==> src/rtl/damped_follow_with_bounds_clamp_macros.svh <==
// ----------------------------------------------------------------------------
// Damped follow assertion macros
// Shared concurrent assertion forms for the camera follow block.
// ----------------------------------------------------------------------------
`ifndef DAMPED_FOLLOW_WITH_BOUNDS_CLAMP_MACROS_SVH
`define DAMPED_FOLLOW_WITH_BOUNDS_CLAMP_MACROS_SVH

// same-cycle implication
`define DFBC_AST_NOW(lbl, ante, cons, msg) \
  lbl: assert property (@(posedge clk) disable iff (rst) (ante) |-> (cons)) \
    else $error(msg);

// next-cycle implication
`define DFBC_AST_NEXT(lbl, ante, cons, msg) \
  lbl: assert property (@(posedge clk) disable iff (rst) (ante) |=> (cons)) \
    else $error(msg);

`endif

==> src/rtl/dfbc_pkg.sv <==
// ----------------------------------------------------------------------------
// Damped follow package
// Shared constants, register indices, request type and saturation helpers.
// ----------------------------------------------------------------------------
`timescale 1ns / 1ps
package dfbc_pkg;

  localparam int FRAC_BITS_DEF   = 16;
  localparam int PERSPECTIVE_DEF = 1;
  localparam int DT_BITS         = 16;
  localparam int OP_W            = 64;

  localparam logic [3:0] REG_PAN_OMEGA    = 4'd0;
  localparam logic [3:0] REG_HEIGHT_OMEGA = 4'd1;
  localparam logic [3:0] REG_BOUND_MIN_X  = 4'd2;
  localparam logic [3:0] REG_BOUND_MIN_Z  = 4'd3;
  localparam logic [3:0] REG_BOUND_MAX_X  = 4'd4;
  localparam logic [3:0] REG_BOUND_MAX_Z  = 4'd5;
  localparam logic [3:0] REG_VIEW_SCALE_X = 4'd6;
  localparam logic [3:0] REG_VIEW_SCALE_Z = 4'd7;

  typedef struct packed {
    logic start;
    logic neg;
    logic sh_dt;
  } mul_req_t;

  function automatic logic signed [47:0] sat48(input logic signed [63:0] v);
    logic signed [63:0] lo;
    logic signed [63:0] hi;
    lo = -(64'sd1 <<< 47);
    hi = (64'sd1 <<< 47) - 64'sd1;
    if (v < lo) return lo[47:0];
    if (v > hi) return hi[47:0];
    return v[47:0];
  endfunction

  function automatic logic signed [31:0] sat32(input logic signed [63:0] v);
    logic signed [63:0] lo;
    logic signed [63:0] hi;
    lo = -(64'sd1 <<< 31);
    hi = (64'sd1 <<< 31) - 64'sd1;
    if (v < lo) return lo[31:0];
    if (v > hi) return hi[31:0];
    return v[31:0];
  endfunction

  function automatic logic [OP_W-1:0] mag48(input logic signed [47:0] v);
    logic signed [48:0] w;
    w = {v[47], v};
    if (v[47]) w = -w;
    return {{(OP_W-49){1'b0}}, w};
  endfunction

endpackage

==> src/rtl/dfbc_div.sv <==
// ----------------------------------------------------------------------------
// Damped follow divider
// Restoring bit-serial division of 2^(2F) by the decay denominator.
// ----------------------------------------------------------------------------
`timescale 1ns / 1ps
module dfbc_div #(
  parameter int FRAC_BITS = 16
) (
  input  logic        clk,
  input  logic        rst,
  input  logic        start,
  input  logic [63:0] den,
  output logic        done,
  output logic [63:0] quo
);
  import dfbc_pkg::*;

  localparam int ITER  = 2 * FRAC_BITS + 1;
  localparam int CNT_W = $clog2(ITER + 1);

  logic [CNT_W-1:0] cnt;
  logic             busy;
  logic [63:0]      rem;
  logic [63:0]      den_q;
  logic [64:0]      trial;
  logic [64:0]      diff;
  logic             ge;

  assign trial = {rem, (cnt == '0)};
  assign ge    = trial >= {1'b0, den_q};
  assign diff  = trial - {1'b0, den_q};

  always_ff @(posedge clk) begin
    if (rst) begin
      busy <= 1'b0;
      done <= 1'b0;
      cnt  <= '0;
    end else begin
      done <= 1'b0;
      if (start) begin
        busy  <= 1'b1;
        cnt   <= '0;
        rem   <= '0;
        quo   <= '0;
        den_q <= den;
      end else if (busy) begin
        rem <= ge ? diff[63:0] : trial[63:0];
        quo <= {quo[62:0], ge};
        if (cnt == CNT_W'(ITER - 1)) begin
          busy <= 1'b0;
          done <= 1'b1;
        end else begin
          cnt <= cnt + CNT_W'(1);
        end
      end
    end
  end

endmodule

==> config.mk <==
export PLATFORM = sky130hd
export DESIGN_NAME = dfbc_div
export DESIGN_NICKNAME = d
export VERILOG_FILES = /design/src/rtl/damped_follow_with_bounds_clamp_macros.svh /design/src/rtl/dfbc_pkg.sv /design/src/rtl/dfbc_div.sv
export SDC_FILE = /design/constraint.sdc
export NUM_CORES = 1
export LEC_CHECK = 0
export BUFFER_PORTS_ARGS = -buffer_cell sky130_fd_sc_hd__clkbuf_2
export CAP_MARGIN = 10
export CORE_MARGIN = 2
export CORE_UTILIZATION = 45
export CTS_BUF_LIST = sky130_fd_sc_hd__clkbuf_4
export DETAILED_ROUTE_END_ITERATION = 12
export SLEW_MARGIN = 0
export SYNTH_ARGS = -nofsm -noshare
export SYNTH_HDL_FRONTEND = slang
export SYNTH_SLANG_ARGS = --single-unit
==> constraint.sdc <==
create_clock -name clk -period 10.2 [get_ports clk]
set_clock_uncertainty 0.2 [all_clocks]
set_input_delay 1.02 -clock clk [delete_from_list [all_inputs] [get_ports clk]]
set_output_delay 1.02 -clock clk [all_outputs]
set_load 0.05 [all_outputs]
==> run_results.csv <==
group,metric,value,unit
status,status,"completed",
setup_path,critPathArrivalTime,5440,ps
drt,drc,0,
setup_path,cpPeakStageDelay,760,ps
clocking,cts_max_level,4,
floorplanning,fp.dieH,166.3,um
synth,synth_area_leaders,"edfxtp_1, ha_1, a21oi_1",
drt,drt-initial-drc-count,578,
synth,yosysTopAreaCell,"edfxtp_1",
synth,synth_top_cell_area_share,48.63,%
floorplanning,core-area,25980,um^2
sta,setup_viol,0,
synth,synth-seq-area-share,49.98,%
synth,synthesis.instances,1168,
grt,grt_pass1_wl,46310,um
synth,synth-edff-count,192,
place,io_buffer_count,131,
clocking,cts_hold_buf,0,
setup_path,path_max_fanout,84,
cells_and_area,layout_common_cells,"edfxtp_1, clkbuf_2, nand2_1",
synth,ys_types,73,
cells_and_area,final_common_cell,"edfxtp_1",
setup_path,cp-end-kind,"register",
sta,period_needed,5214,ps
clocking,clk_pin_slew,190,ps
grt,overflow,0,
setup_path,worstPathCellList,"inv_1 -> ha_1 -> nor4b_1 -> nand2b_1 -> ha_1 -> nor2b_1 -> o2111ai_1 -> a21boi_1 -> a211oi_1 -> o21a_2 -> o31ai_4 -> a21o_2 -> buf_4 -> nand2b_1 -> o32ai_1",
drt,vias,8982,
synth,ys_ff_latch,200,
sta,slew_headroom,28.46,%
clocking,cts_resized,0,
floorplanning,die_w,166.3,um
cells_and_area,syn_to_final_growth,10.06,%
sta,period_share,51.12,%
synth,synth.cell_area,11860,um^2
setup_path,cp.required,10430,ps
cells_and_area,num-fill-cells,2472,
clocking,clockBufferDepth,2,
setup_path,setup.worst_path.start_class,"register",
pwr,power,2.159,mW
sta,rsz0062_at_grt,"false",
synth,synth_area_per_cell,10.15,um^2
sta,setup_tns,0,ps
grt,grt_usage,20.39,%
place,routabilityCongestion,0.8854,
floorplanning,die-area,27660,um^2
pwr,ir_drop,0.08056,mV
drt,first_pass_iters,8,
drt,ant_nets,0,
floorplanning,ios,132,
synth,async_reset_ff_share,0,%
sta,max_freq,191.8,MHz
clocking,cts_made_buffers,17,
clocking,cts_tree,"yes",
flow_run,maxCapViolCount,0,
cells_and_area,drive_above_1_share,16.05,%
synth,ys_dominant_reg_cell,"edfxtp_1",
drt,viasPerCell,5.569,
grt,antenna_found_initial,1,
pwr,p_leak,5.259,nW
clocking,cts-root-buf,"clkbuf_4",
sta,final_hold_viol_count,0,
place,dp.final_hpwl,19590,um
setup_path,path_class,"reg -> reg",
drt,routed_wl,27860,um
floorplanning,initial_core_util,45.63,%
sta,worst_pin_slew,1073,ps
sta,slew_viol_final,0,
pwr,powerDensity,165.4,nW/um^2
clocking,clk_latency,610,ps
clocking,clock-sinks,200,
floorplanning,fp-row-count,59,
cells_and_area,fin_nets,1398,
grt,grt_max_degree,91,
clocking,postCtsSetupBuffers,0,
synth,yosys_warnings,0,
grt,first_global_vias,9014,
synth,synth_nets,1302,
setup_path,crit_slowest_cell,"buf_4",
drt,wl_per_cell,17.27,um
worst_hold_path,hp-class,"reg -> reg",
==> stage by stage <==
step / hold WS, ps / worst slack (ps) / instances / area (um^2) / util (%)
3_5_place_dp: 307.7 / 5011 / 1580 / 12730 / 48.99
6_report: 325.1 / 4986 / 1613 / 13050 / 50.22
2_1_floorplan: 240.7 / 2483 / 1168 / 11860 / -
5_1_grt: 300.7 / 4505 / 1613 / 13050 / 50.22
3_3_place_gp: 298.5 / 5173 / 1580 / 12730 / 48.99
4_1_cts: 318.7 / 4991 / 1612 / 13050 / 50.21
==> worst max-delay path: cells and delay by family, from the launching register on <==
family / cells / cell delay, ps
compound gates: 7 / 2030
fa+ha+maj: 2 / 360
simple gates: 4 / 1240
flops: 1 / 370
buf+inv: 2 / 820
==> path summary, 6_finish.rpt <==
path                                          start                    end  slack [ps]  cells after the start
worst max-delay path            cnt[0]$_SDFFE_PP0P_  rem[55]$_SDFFCE_PP0P_        4990                     15
worst max register to register  cnt[0]$_SDFFE_PP0P_  rem[55]$_SDFFCE_PP0P_        4990                     15
worst min register to register  cnt[5]$_SDFFE_PP0P_    cnt[5]$_SDFFE_PP0P_         330                      2
worst min-delay path            cnt[5]$_SDFFE_PP0P_    cnt[5]$_SDFFE_PP0P_         330                      2
==> flip-flops by register name, indices dropped and copies added, names as in the netlist <==
signal  flops
cnt         6
busy        1
rem        64
done        1
den_q      64
quo        64
==> cell usage after synthesis (all sizes together) (3+ instances only) <==
master	n
nor4	4
a31oi	9
a21boi	3
and3	4
xor2	26
o211ai	6
nor3	16
dfxtp	8
o311ai	3
nor2b	72
nand3	13
nand2b	12
a211oi	25
nor2	74
o21ai	37
clkbuf	41
ha	66
edfxtp	192
o21a	13
nand2	128
or2	5
o31ai	7
or4	3
o22ai	6
o2111ai	4
xnor2	32
inv	86
a221oi	3
nand4	30
nand4b	3
buf	19
a21o	33
o21bai	16
and2	3
a21oi	127
or3	8
==> per-layer routing <==
metal / vias to the layer above / part of all wire [%] / track usage [%] / wire (um)
li1: 4402 / - / - / -
met1: 4320 / 49 / 29.09 / 13660
met2: 236 / 44 / 31.79 / 12230
met3: 24 / 5.6 / 4.433 / 1553
met4: 0 / 1.5 / 5.172 / 414
met5: - / 0 / 0 / 0
==> cell type report <==
cell class                      count  area [um^2]  share of cell area (%)
Sequential cell                   200         5926                   45.41
Multi-Input combinational cell    822         5360                   41.08
Timing Repair Buffer              137        703.2                   5.389
Tap cell                          335        419.2                   3.212
Inverter                           86        322.8                   2.474
Clock inverter                     14        180.2                   1.381
Clock buffer                       18        135.1                   1.036
Antenna cell                        1        2.502                 0.01918
==> logic make-up (layout without fill, tap and decap cells) <==
| group | count (synthesis) | count (layout) | share of synthesized area (%) |
|---|---|---|---|
| other | 0 | 1 | 0 |
| multiplexers | 1 | 1 | 0.08443 |
| XOR/XNOR | 58 | 58 | 4.285 |
| AND/OR/NAND/NOR | 380 | 380 | 15.87 |
| AO/OA/AOI/OAI | 316 | 316 | 17.63 |
| flip-flops | 200 | 200 | 49.98 |
| buffers and inverters | 146 | 255 | 5.013 |
| adder cells (fa/ha/maj) | 67 | 67 | 7.134 |
==> power breakdown <==
part / internal [mW] / switching (mW) / total [mW] / leakage, nW
sequential: 0.983 / 0.0304 / 1.01 / 1.92
clock: 0.121 / 0.328 / 0.449 / 0.165
combinational: 0.248 / 0.448 / 0.696 / 3.17
Note: power is estimated with default switching activity, not from simulation.
