### src/rtl/damped_follow_with_bounds_clamp_macros.svh
// ----------------------------------------------------------------------------
// Damped follow assertion macros
// Shared concurrent assertion forms for the camera follow block.
// ----------------------------------------------------------------------------
`ifndef DAMPED_FOLLOW_WITH_BOUNDS_CLAMP_MACROS_SVH
`define DAMPED_FOLLOW_WITH_BOUNDS_CLAMP_MACROS_SVH

// same-cycle implication
`define DFBC_AST_NOW(lbl, ante, cons, msg) \
  lbl: assert property (@(posedge clk) disable iff (rst) (ante) |-> (cons)) \
    else $error(msg);

// next-cycle implication
`define DFBC_AST_NEXT(lbl, ante, cons, msg) \
  lbl: assert property (@(posedge clk) disable iff (rst) (ante) |=> (cons)) \
    else $error(msg);

`endif

### src/rtl/dfbc_pkg.sv
// ----------------------------------------------------------------------------
// Damped follow package
// Shared constants, register indices, request type and saturation helpers.
// ----------------------------------------------------------------------------
`timescale 1ns / 1ps
package dfbc_pkg;

  localparam int FRAC_BITS_DEF   = 16;
  localparam int PERSPECTIVE_DEF = 1;
  localparam int DT_BITS         = 16;
  localparam int OP_W            = 64;

  localparam logic [3:0] REG_PAN_OMEGA    = 4'd0;
  localparam logic [3:0] REG_HEIGHT_OMEGA = 4'd1;
  localparam logic [3:0] REG_BOUND_MIN_X  = 4'd2;
  localparam logic [3:0] REG_BOUND_MIN_Z  = 4'd3;
  localparam logic [3:0] REG_BOUND_MAX_X  = 4'd4;
  localparam logic [3:0] REG_BOUND_MAX_Z  = 4'd5;
  localparam logic [3:0] REG_VIEW_SCALE_X = 4'd6;
  localparam logic [3:0] REG_VIEW_SCALE_Z = 4'd7;

  typedef struct packed {
    logic start;
    logic neg;
    logic sh_dt;
  } mul_req_t;

  function automatic logic signed [47:0] sat48(input logic signed [63:0] v);
    logic signed [63:0] lo;
    logic signed [63:0] hi;
    lo = -(64'sd1 <<< 47);
    hi = (64'sd1 <<< 47) - 64'sd1;
    if (v < lo) return lo[47:0];
    if (v > hi) return hi[47:0];
    return v[47:0];
  endfunction

  function automatic logic signed [31:0] sat32(input logic signed [63:0] v);
    logic signed [63:0] lo;
    logic signed [63:0] hi;
    lo = -(64'sd1 <<< 31);
    hi = (64'sd1 <<< 31) - 64'sd1;
    if (v < lo) return lo[31:0];
    if (v > hi) return hi[31:0];
    return v[31:0];
  endfunction

  function automatic logic [OP_W-1:0] mag48(input logic signed [47:0] v);
    logic signed [48:0] w;
    w = {v[47], v};
    if (v[47]) w = -w;
    return {{(OP_W-49){1'b0}}, w};
  endfunction

endpackage

### src/rtl/dfbc_mul.sv
// ----------------------------------------------------------------------------
// Damped follow shared multiplier
// Digit-serial magnitude multiply with 2^62 cap, shift and signed 48-bit form.
// ----------------------------------------------------------------------------
`timescale 1ns / 1ps
module dfbc_mul #(
  parameter int FRAC_BITS = 16
) (
  input  logic                    clk,
  input  logic                    rst,
  input  dfbc_pkg::mul_req_t      req,
  input  logic [63:0]             a,
  input  logic [63:0]             b,
  output logic                    busy,
  output logic                    done,
  output logic [62:0]             res_u,
  output logic signed [47:0]      res_s
);
  import dfbc_pkg::*;

  logic [63:0]  aq;
  logic [63:0]  bq;
  logic [127:0] acc;
  logic [2:0]   cnt;
  logic         neg_q;
  logic         dt_q;

  logic [15:0]  digit;
  logic [79:0]  part;
  logic [127:0] part_sh;
  logic [62:0]  capped;
  logic [62:0]  shifted;
  logic [47:0]  pm;
  logic [47:0]  sres;

  assign digit   = bq[{cnt[1:0], 4'b0} +: 16];
  assign part    = aq * digit;
  assign part_sh = {48'b0, part} << {cnt[1:0], 4'b0};
  assign capped  = (acc > (128'd1 << 62)) ? (63'd1 << 62) : acc[62:0];
  assign shifted = dt_q ? (capped >> DT_BITS) : (capped >> FRAC_BITS);

  always_comb begin
    pm = (shifted > (63'd1 << 47)) ? (48'd1 << 47) : shifted[47:0];
    if (neg_q) begin
      sres = -pm;
    end else if (pm[47]) begin
      sres = (48'd1 << 47) - 48'd1;
    end else begin
      sres = pm;
    end
  end

  always_ff @(posedge clk) begin
    if (rst) begin
      busy <= 1'b0;
      done <= 1'b0;
      cnt  <= 3'd0;
    end else begin
      done <= 1'b0;
      if (req.start) begin
        busy  <= 1'b1;
        cnt   <= 3'd0;
        acc   <= '0;
        aq    <= a;
        bq    <= b;
        neg_q <= req.neg;
        dt_q  <= req.sh_dt;
      end else if (busy) begin
        if (cnt == 3'd4) begin
          busy  <= 1'b0;
          done  <= 1'b1;
          res_u <= shifted;
          res_s <= $signed(sres);
        end else begin
          acc <= acc + part_sh;
          cnt <= cnt + 3'd1;
        end
      end
    end
  end

endmodule

### config.mk
export PLATFORM = sky130hd
export DESIGN_NAME = dfbc_mul
export DESIGN_NICKNAME = d
export VERILOG_FILES = /design/src/rtl/damped_follow_with_bounds_clamp_macros.svh /design/src/rtl/dfbc_pkg.sv /design/src/rtl/dfbc_mul.sv
export SDC_FILE = /design/constraint.sdc
export NUM_CORES = 2
export LEC_CHECK = 0
export CORE_ASPECT_RATIO = 0.8
export CORE_MARGIN = 1.5
export CORE_UTILIZATION = 25
export DETAILED_ROUTE_END_ITERATION = 6
export DONT_BUFFER_PORTS = 1
export GPL_TIMING_DRIVEN = 0
export REMOVE_ABC_BUFFERS = 1
export SYNTH_ARGS = -nofsm -noshare
export SYNTH_HDL_FRONTEND = slang
export SYNTH_SLANG_ARGS = --single-unit
### constraint.sdc
create_clock -name clk -period 20.8 [get_ports clk]
set_input_delay 4.16 -clock clk [delete_from_list [all_inputs] [get_ports clk]]
set_output_delay 4.16 -clock clk [all_outputs]
set_load 0.01 [all_outputs]
==> out/results.md <==
## Outcome
* **outcome** finished, violations left
* **violated checks** DRC

## Timing
* **RSZ-0062 raised after global routing** false
* **Fin Clk Skew** 0.06834 ns
* **Fin Hold WS** 0.5291 ns
* **setup-violating endpoint count in the final report** 0
* **max_slew headroom** 7.058%
* **Final Hold Viols** 0
* **fin crit share** 71.63%
* **fmax** 67.12 MHz
* **Least-Margin Pin Slew** 1.381 ns
* **final-layout setup total negative slack** 0 ns
* **Final Max Slew Viols** 0
* **min cycle time layout** 14.90 ns

## Placement
* **port bufs** 0
* **routability cong.** 0.9233
* **Detail Placement HPWL** 140500 um

## Floorplanning
* **chip width** 531.1 um
* **die extent in y** 425.5 um
* **total die area** 226000 sq um
* **Starting Density** 25.24%
* **I/O pin count** 246
* **CORE AREA** 221000 sq um
* **Row Count** 154

## Clock tree
* **count of H-tree levels built during CTS** 2
* **CTS tree** done
* **TritonCTS buffer count** 44
* **cell at the root of the clock tree** sky130_fd_sc_hd__clkbuf_16
* **postcts setup bufs** 0
* **count of hold-fix buffers inserted at cts** 0
* **number of buffers on the longest clock path** 3
* **clock transition at the registers of the reported paths** 0.06 ns
* **number of instances resized during post-cts repair** 0
* **Worst-Skew Late Latency** 0.69 ns
* **CTS sink count** 356

## GRT
* **antenna violations before repair** 35
* **vias in the first global route** 44890
* **wire length of the first global-routing pass** 277500 um
* **GR Overflow Total** 0
* **overall routing resource usage** 15.89%
* **maximum number of pins on one net before global-route repair** 145

## Synthesis
* **proportion of synthesized flip-flops having asynchronous set or reset** 0%
* **Distinct cells, synth** 77
* **Primary FF master, synth** sky130_fd_sc_hd__edfxtp_1
* **#FFs+latches synth** 356
* **cell type contributing the most total cell area after synthesis** sky130_fd_sc_hd__fa_1
* **sequential area share after synthesis** 19.08%
* **post-synthesis average cell area** 8.881 sq um
* **number of warnings printed during yosys synthesis** 0
* **top cells by area in the synthesized netlist** sky130_fd_sc_hd__fa_1 31%, sky130_fd_sc_hd__edfxtp_1 19%, sky130_fd_sc_hd__inv_1 6.7%
* **share of the synthesized area in the top cell type** 31.12%
* **Post-Syn Instances** 6281
* **mapped cell area** 55780 sq um
* **EDFF count, synth** 351

## Worst setup path
* **Critical-path top delay cell** sky130_fd_sc_hd__o41ai_1
* **Worst Setup End Kind** flop
* **RR Endpoint** acc[120]$_SDFFCE_PP0P_
* **CP arrival** 15.28 ns
* **CP Class** flop to flop
* **launch instance of the worst register-to-register path** cnt[0]$_SDFFE_PN0P_
* **Worst Path Max Fanout** 61
* **Req. time, crit path** 21.18 ns
* **CP startpoint kind** flop
* **delay of the slowest critical-path stage** 1.09 ns
* **slack of the worst reg-to-reg path** 5.90 ns
* **FF-to-FF path depth** 40
* **cell with the most instances on the worst path** sky130_fd_sc_hd__inv_1

## Routing
* **initial detailed-routing violation count** 4142
* **number of remaining DRC errors** 3
* **detailed-route wire length** 180300 um
* **average wire per standard cell** 20.04 um
* **Initial DRT Pass Iterations** 7
* **post-DR vias/cell** 4.938
* **antenna viol nets, final** 0
* **number of vias in the routed layout** 44420

## Run
* **count of maximum capacitance violations** 0

## Min path
* **hold path endpoint** done$_SDFF_PP0_
* **Worst Min Path Start** cnt[2]$_SDFFE_PN0P_
* **worst hold path stage count** 1
* **path category of the worst min-delay check** flop to flop

## Finish
* **utilization after layout** 27.34%
* **most common library cell in the layout ignoring fill and taps** sky130_fd_sc_hd__inv_1
* **layout cell share with drive strength beyond 1** 2.853%
* **Filler cells** 23490
* **number of nets in the finished design** 7276
* **area growth from synthesis to final layout** 8.344%
* **most frequent cells in the layout** 996 x sky130_fd_sc_hd__inv_1, 961 x sky130_fd_sc_hd__nand2_1, 867 x sky130_fd_sc_hd__fa_1, 414 x sky130_fd_sc_hd__and2_1, 358 x sky130_fd_sc_hd__nor2_1

-- state kept, by name, summed over array words and instances (netlist names) --
register and flops:
res_s 47, acc 128, busy 1, bq 64, aq 64, res_u 47
done 1, neg_q 1, cnt 3
-- cell families after synthesis --
family	Yosys count	share of synthesized area, %
other cells	1	0.006723
xor+xnor	213	3.344
flops	356	19.08
buf+inv	1376	9.374
compound gates	982	11.14
fa+ha+maj	1149	37.44
simple gates	2138	18.03
mux	66	1.595
-- metrics by stage --
step           worst slack [ns]  cells  area [sq um]
3_5_place_dp              6.415   8912         58870
2_1_floorplan             8.481   5918         54350
6_report                  5.900   8996         60430
4_1_cts                   6.384   8993         60420
5_1_grt                   5.578   8994         60430
3_3_place_gp              2.475   8882         58060
-- cell usage after synthesis, types with 13 or more instances --
cell type / instances
sky130_fd_sc_hd__inv_1: 997
sky130_fd_sc_hd__a31oi_1: 24
sky130_fd_sc_hd__ha_1: 282
sky130_fd_sc_hd__and3_1: 29
sky130_fd_sc_hd__nand3_1: 42
sky130_fd_sc_hd__a211oi_1: 32
sky130_fd_sc_hd__or3_1: 19
sky130_fd_sc_hd__clkbuf_1: 350
sky130_fd_sc_hd__o21a_1: 26
sky130_fd_sc_hd__nor2b_1: 34
sky130_fd_sc_hd__a21boi_0: 20
sky130_fd_sc_hd__nor3_1: 61
sky130_fd_sc_hd__mux2i_1: 36
sky130_fd_sc_hd__o21ai_0: 203
sky130_fd_sc_hd__nand2b_1: 23
sky130_fd_sc_hd__mux4_2: 17
sky130_fd_sc_hd__edfxtp_1: 351
sky130_fd_sc_hd__and2_1: 414
sky130_fd_sc_hd__nor2_1: 360
sky130_fd_sc_hd__buf_4: 17
sky130_fd_sc_hd__o31ai_1: 24
sky130_fd_sc_hd__mux2_2: 13
sky130_fd_sc_hd__a221oi_1: 14
sky130_fd_sc_hd__fa_1: 867
sky130_fd_sc_hd__a21oi_1: 309
sky130_fd_sc_hd__xor2_1: 95
sky130_fd_sc_hd__a21o_1: 119
sky130_fd_sc_hd__o22ai_1: 25
sky130_fd_sc_hd__o211ai_1: 24
sky130_fd_sc_hd__xnor2_1: 118
sky130_fd_sc_hd__nand2_1: 961
sky130_fd_sc_hd__nor4_1: 36
sky130_fd_sc_hd__or2_2: 13
sky130_fd_sc_hd__o21bai_1: 59
sky130_fd_sc_hd__nand4_1: 99
-- worst max-delay path by stage --
stage / slack, ns / to / start / cells past startpoint
floorplan: 8.48 / acc[125]$_SDFFCE_PP0P_ / cnt[1]$_SDFFE_PN0P_ / 36
global placement: 2.47 / acc[124]$_SDFFCE_PP0P_ / cnt[1]$_SDFFE_PN0P_ / 34
detailed placement: 6.42 / acc[120]$_SDFFCE_PP0P_ / cnt[0]$_SDFFE_PN0P_ / 34
CTS: 6.38 / acc[120]$_SDFFCE_PP0P_ / cnt[0]$_SDFFE_PN0P_ / 34
global route: 5.58 / acc[124]$_SDFFCE_PP0P_ / cnt[0]$_SDFFE_PN0P_ / 40
finish: 5.90 / acc[120]$_SDFFCE_PP0P_ / cnt[0]$_SDFFE_PN0P_ / 40
-- final cells by class --
cell class	count	area [sq um]	share of cell area [%]
Inverter	998	3746	6.199
Clock buffer	49	1141	1.888
Sequential cell	356	10650	17.62
Clock inverter	32	416.7	0.6894
Timing Repair Buffer	30	725.7	1.201
Antenna cell	3	7.507	0.01242
Multi-Input combinational cell	4564	40040	66.26
Tap cell	2964	3709	6.137
-- per-layer routing --
metal  GRT usage, %  vias to the layer above  share of wire [%]  routed length (um)
met2          23.60                     1993                 43               77200
met3          3.212                      245                8.8               15950
li1               -                    19600                  -                   -
met4          3.256                       12                2.2                3996
met1          23.56                    22570                 46               83050
met5              0                        -              0.040                  73
-- worst max-delay path: cells and delay by family, from the launching register on --
kind            cells  cell delay (ns)
fa+ha+maj           8             3.41
simple gates        4             0.71
flops               1             0.79
xor+xnor            1             0.64
mux                 2             1.13
buf+inv             8             0.85
compound gates     17             6.79
Power is not shown: default switching activity piles up to over one toggle a cycle in this logic, so the estimate is an artifact.
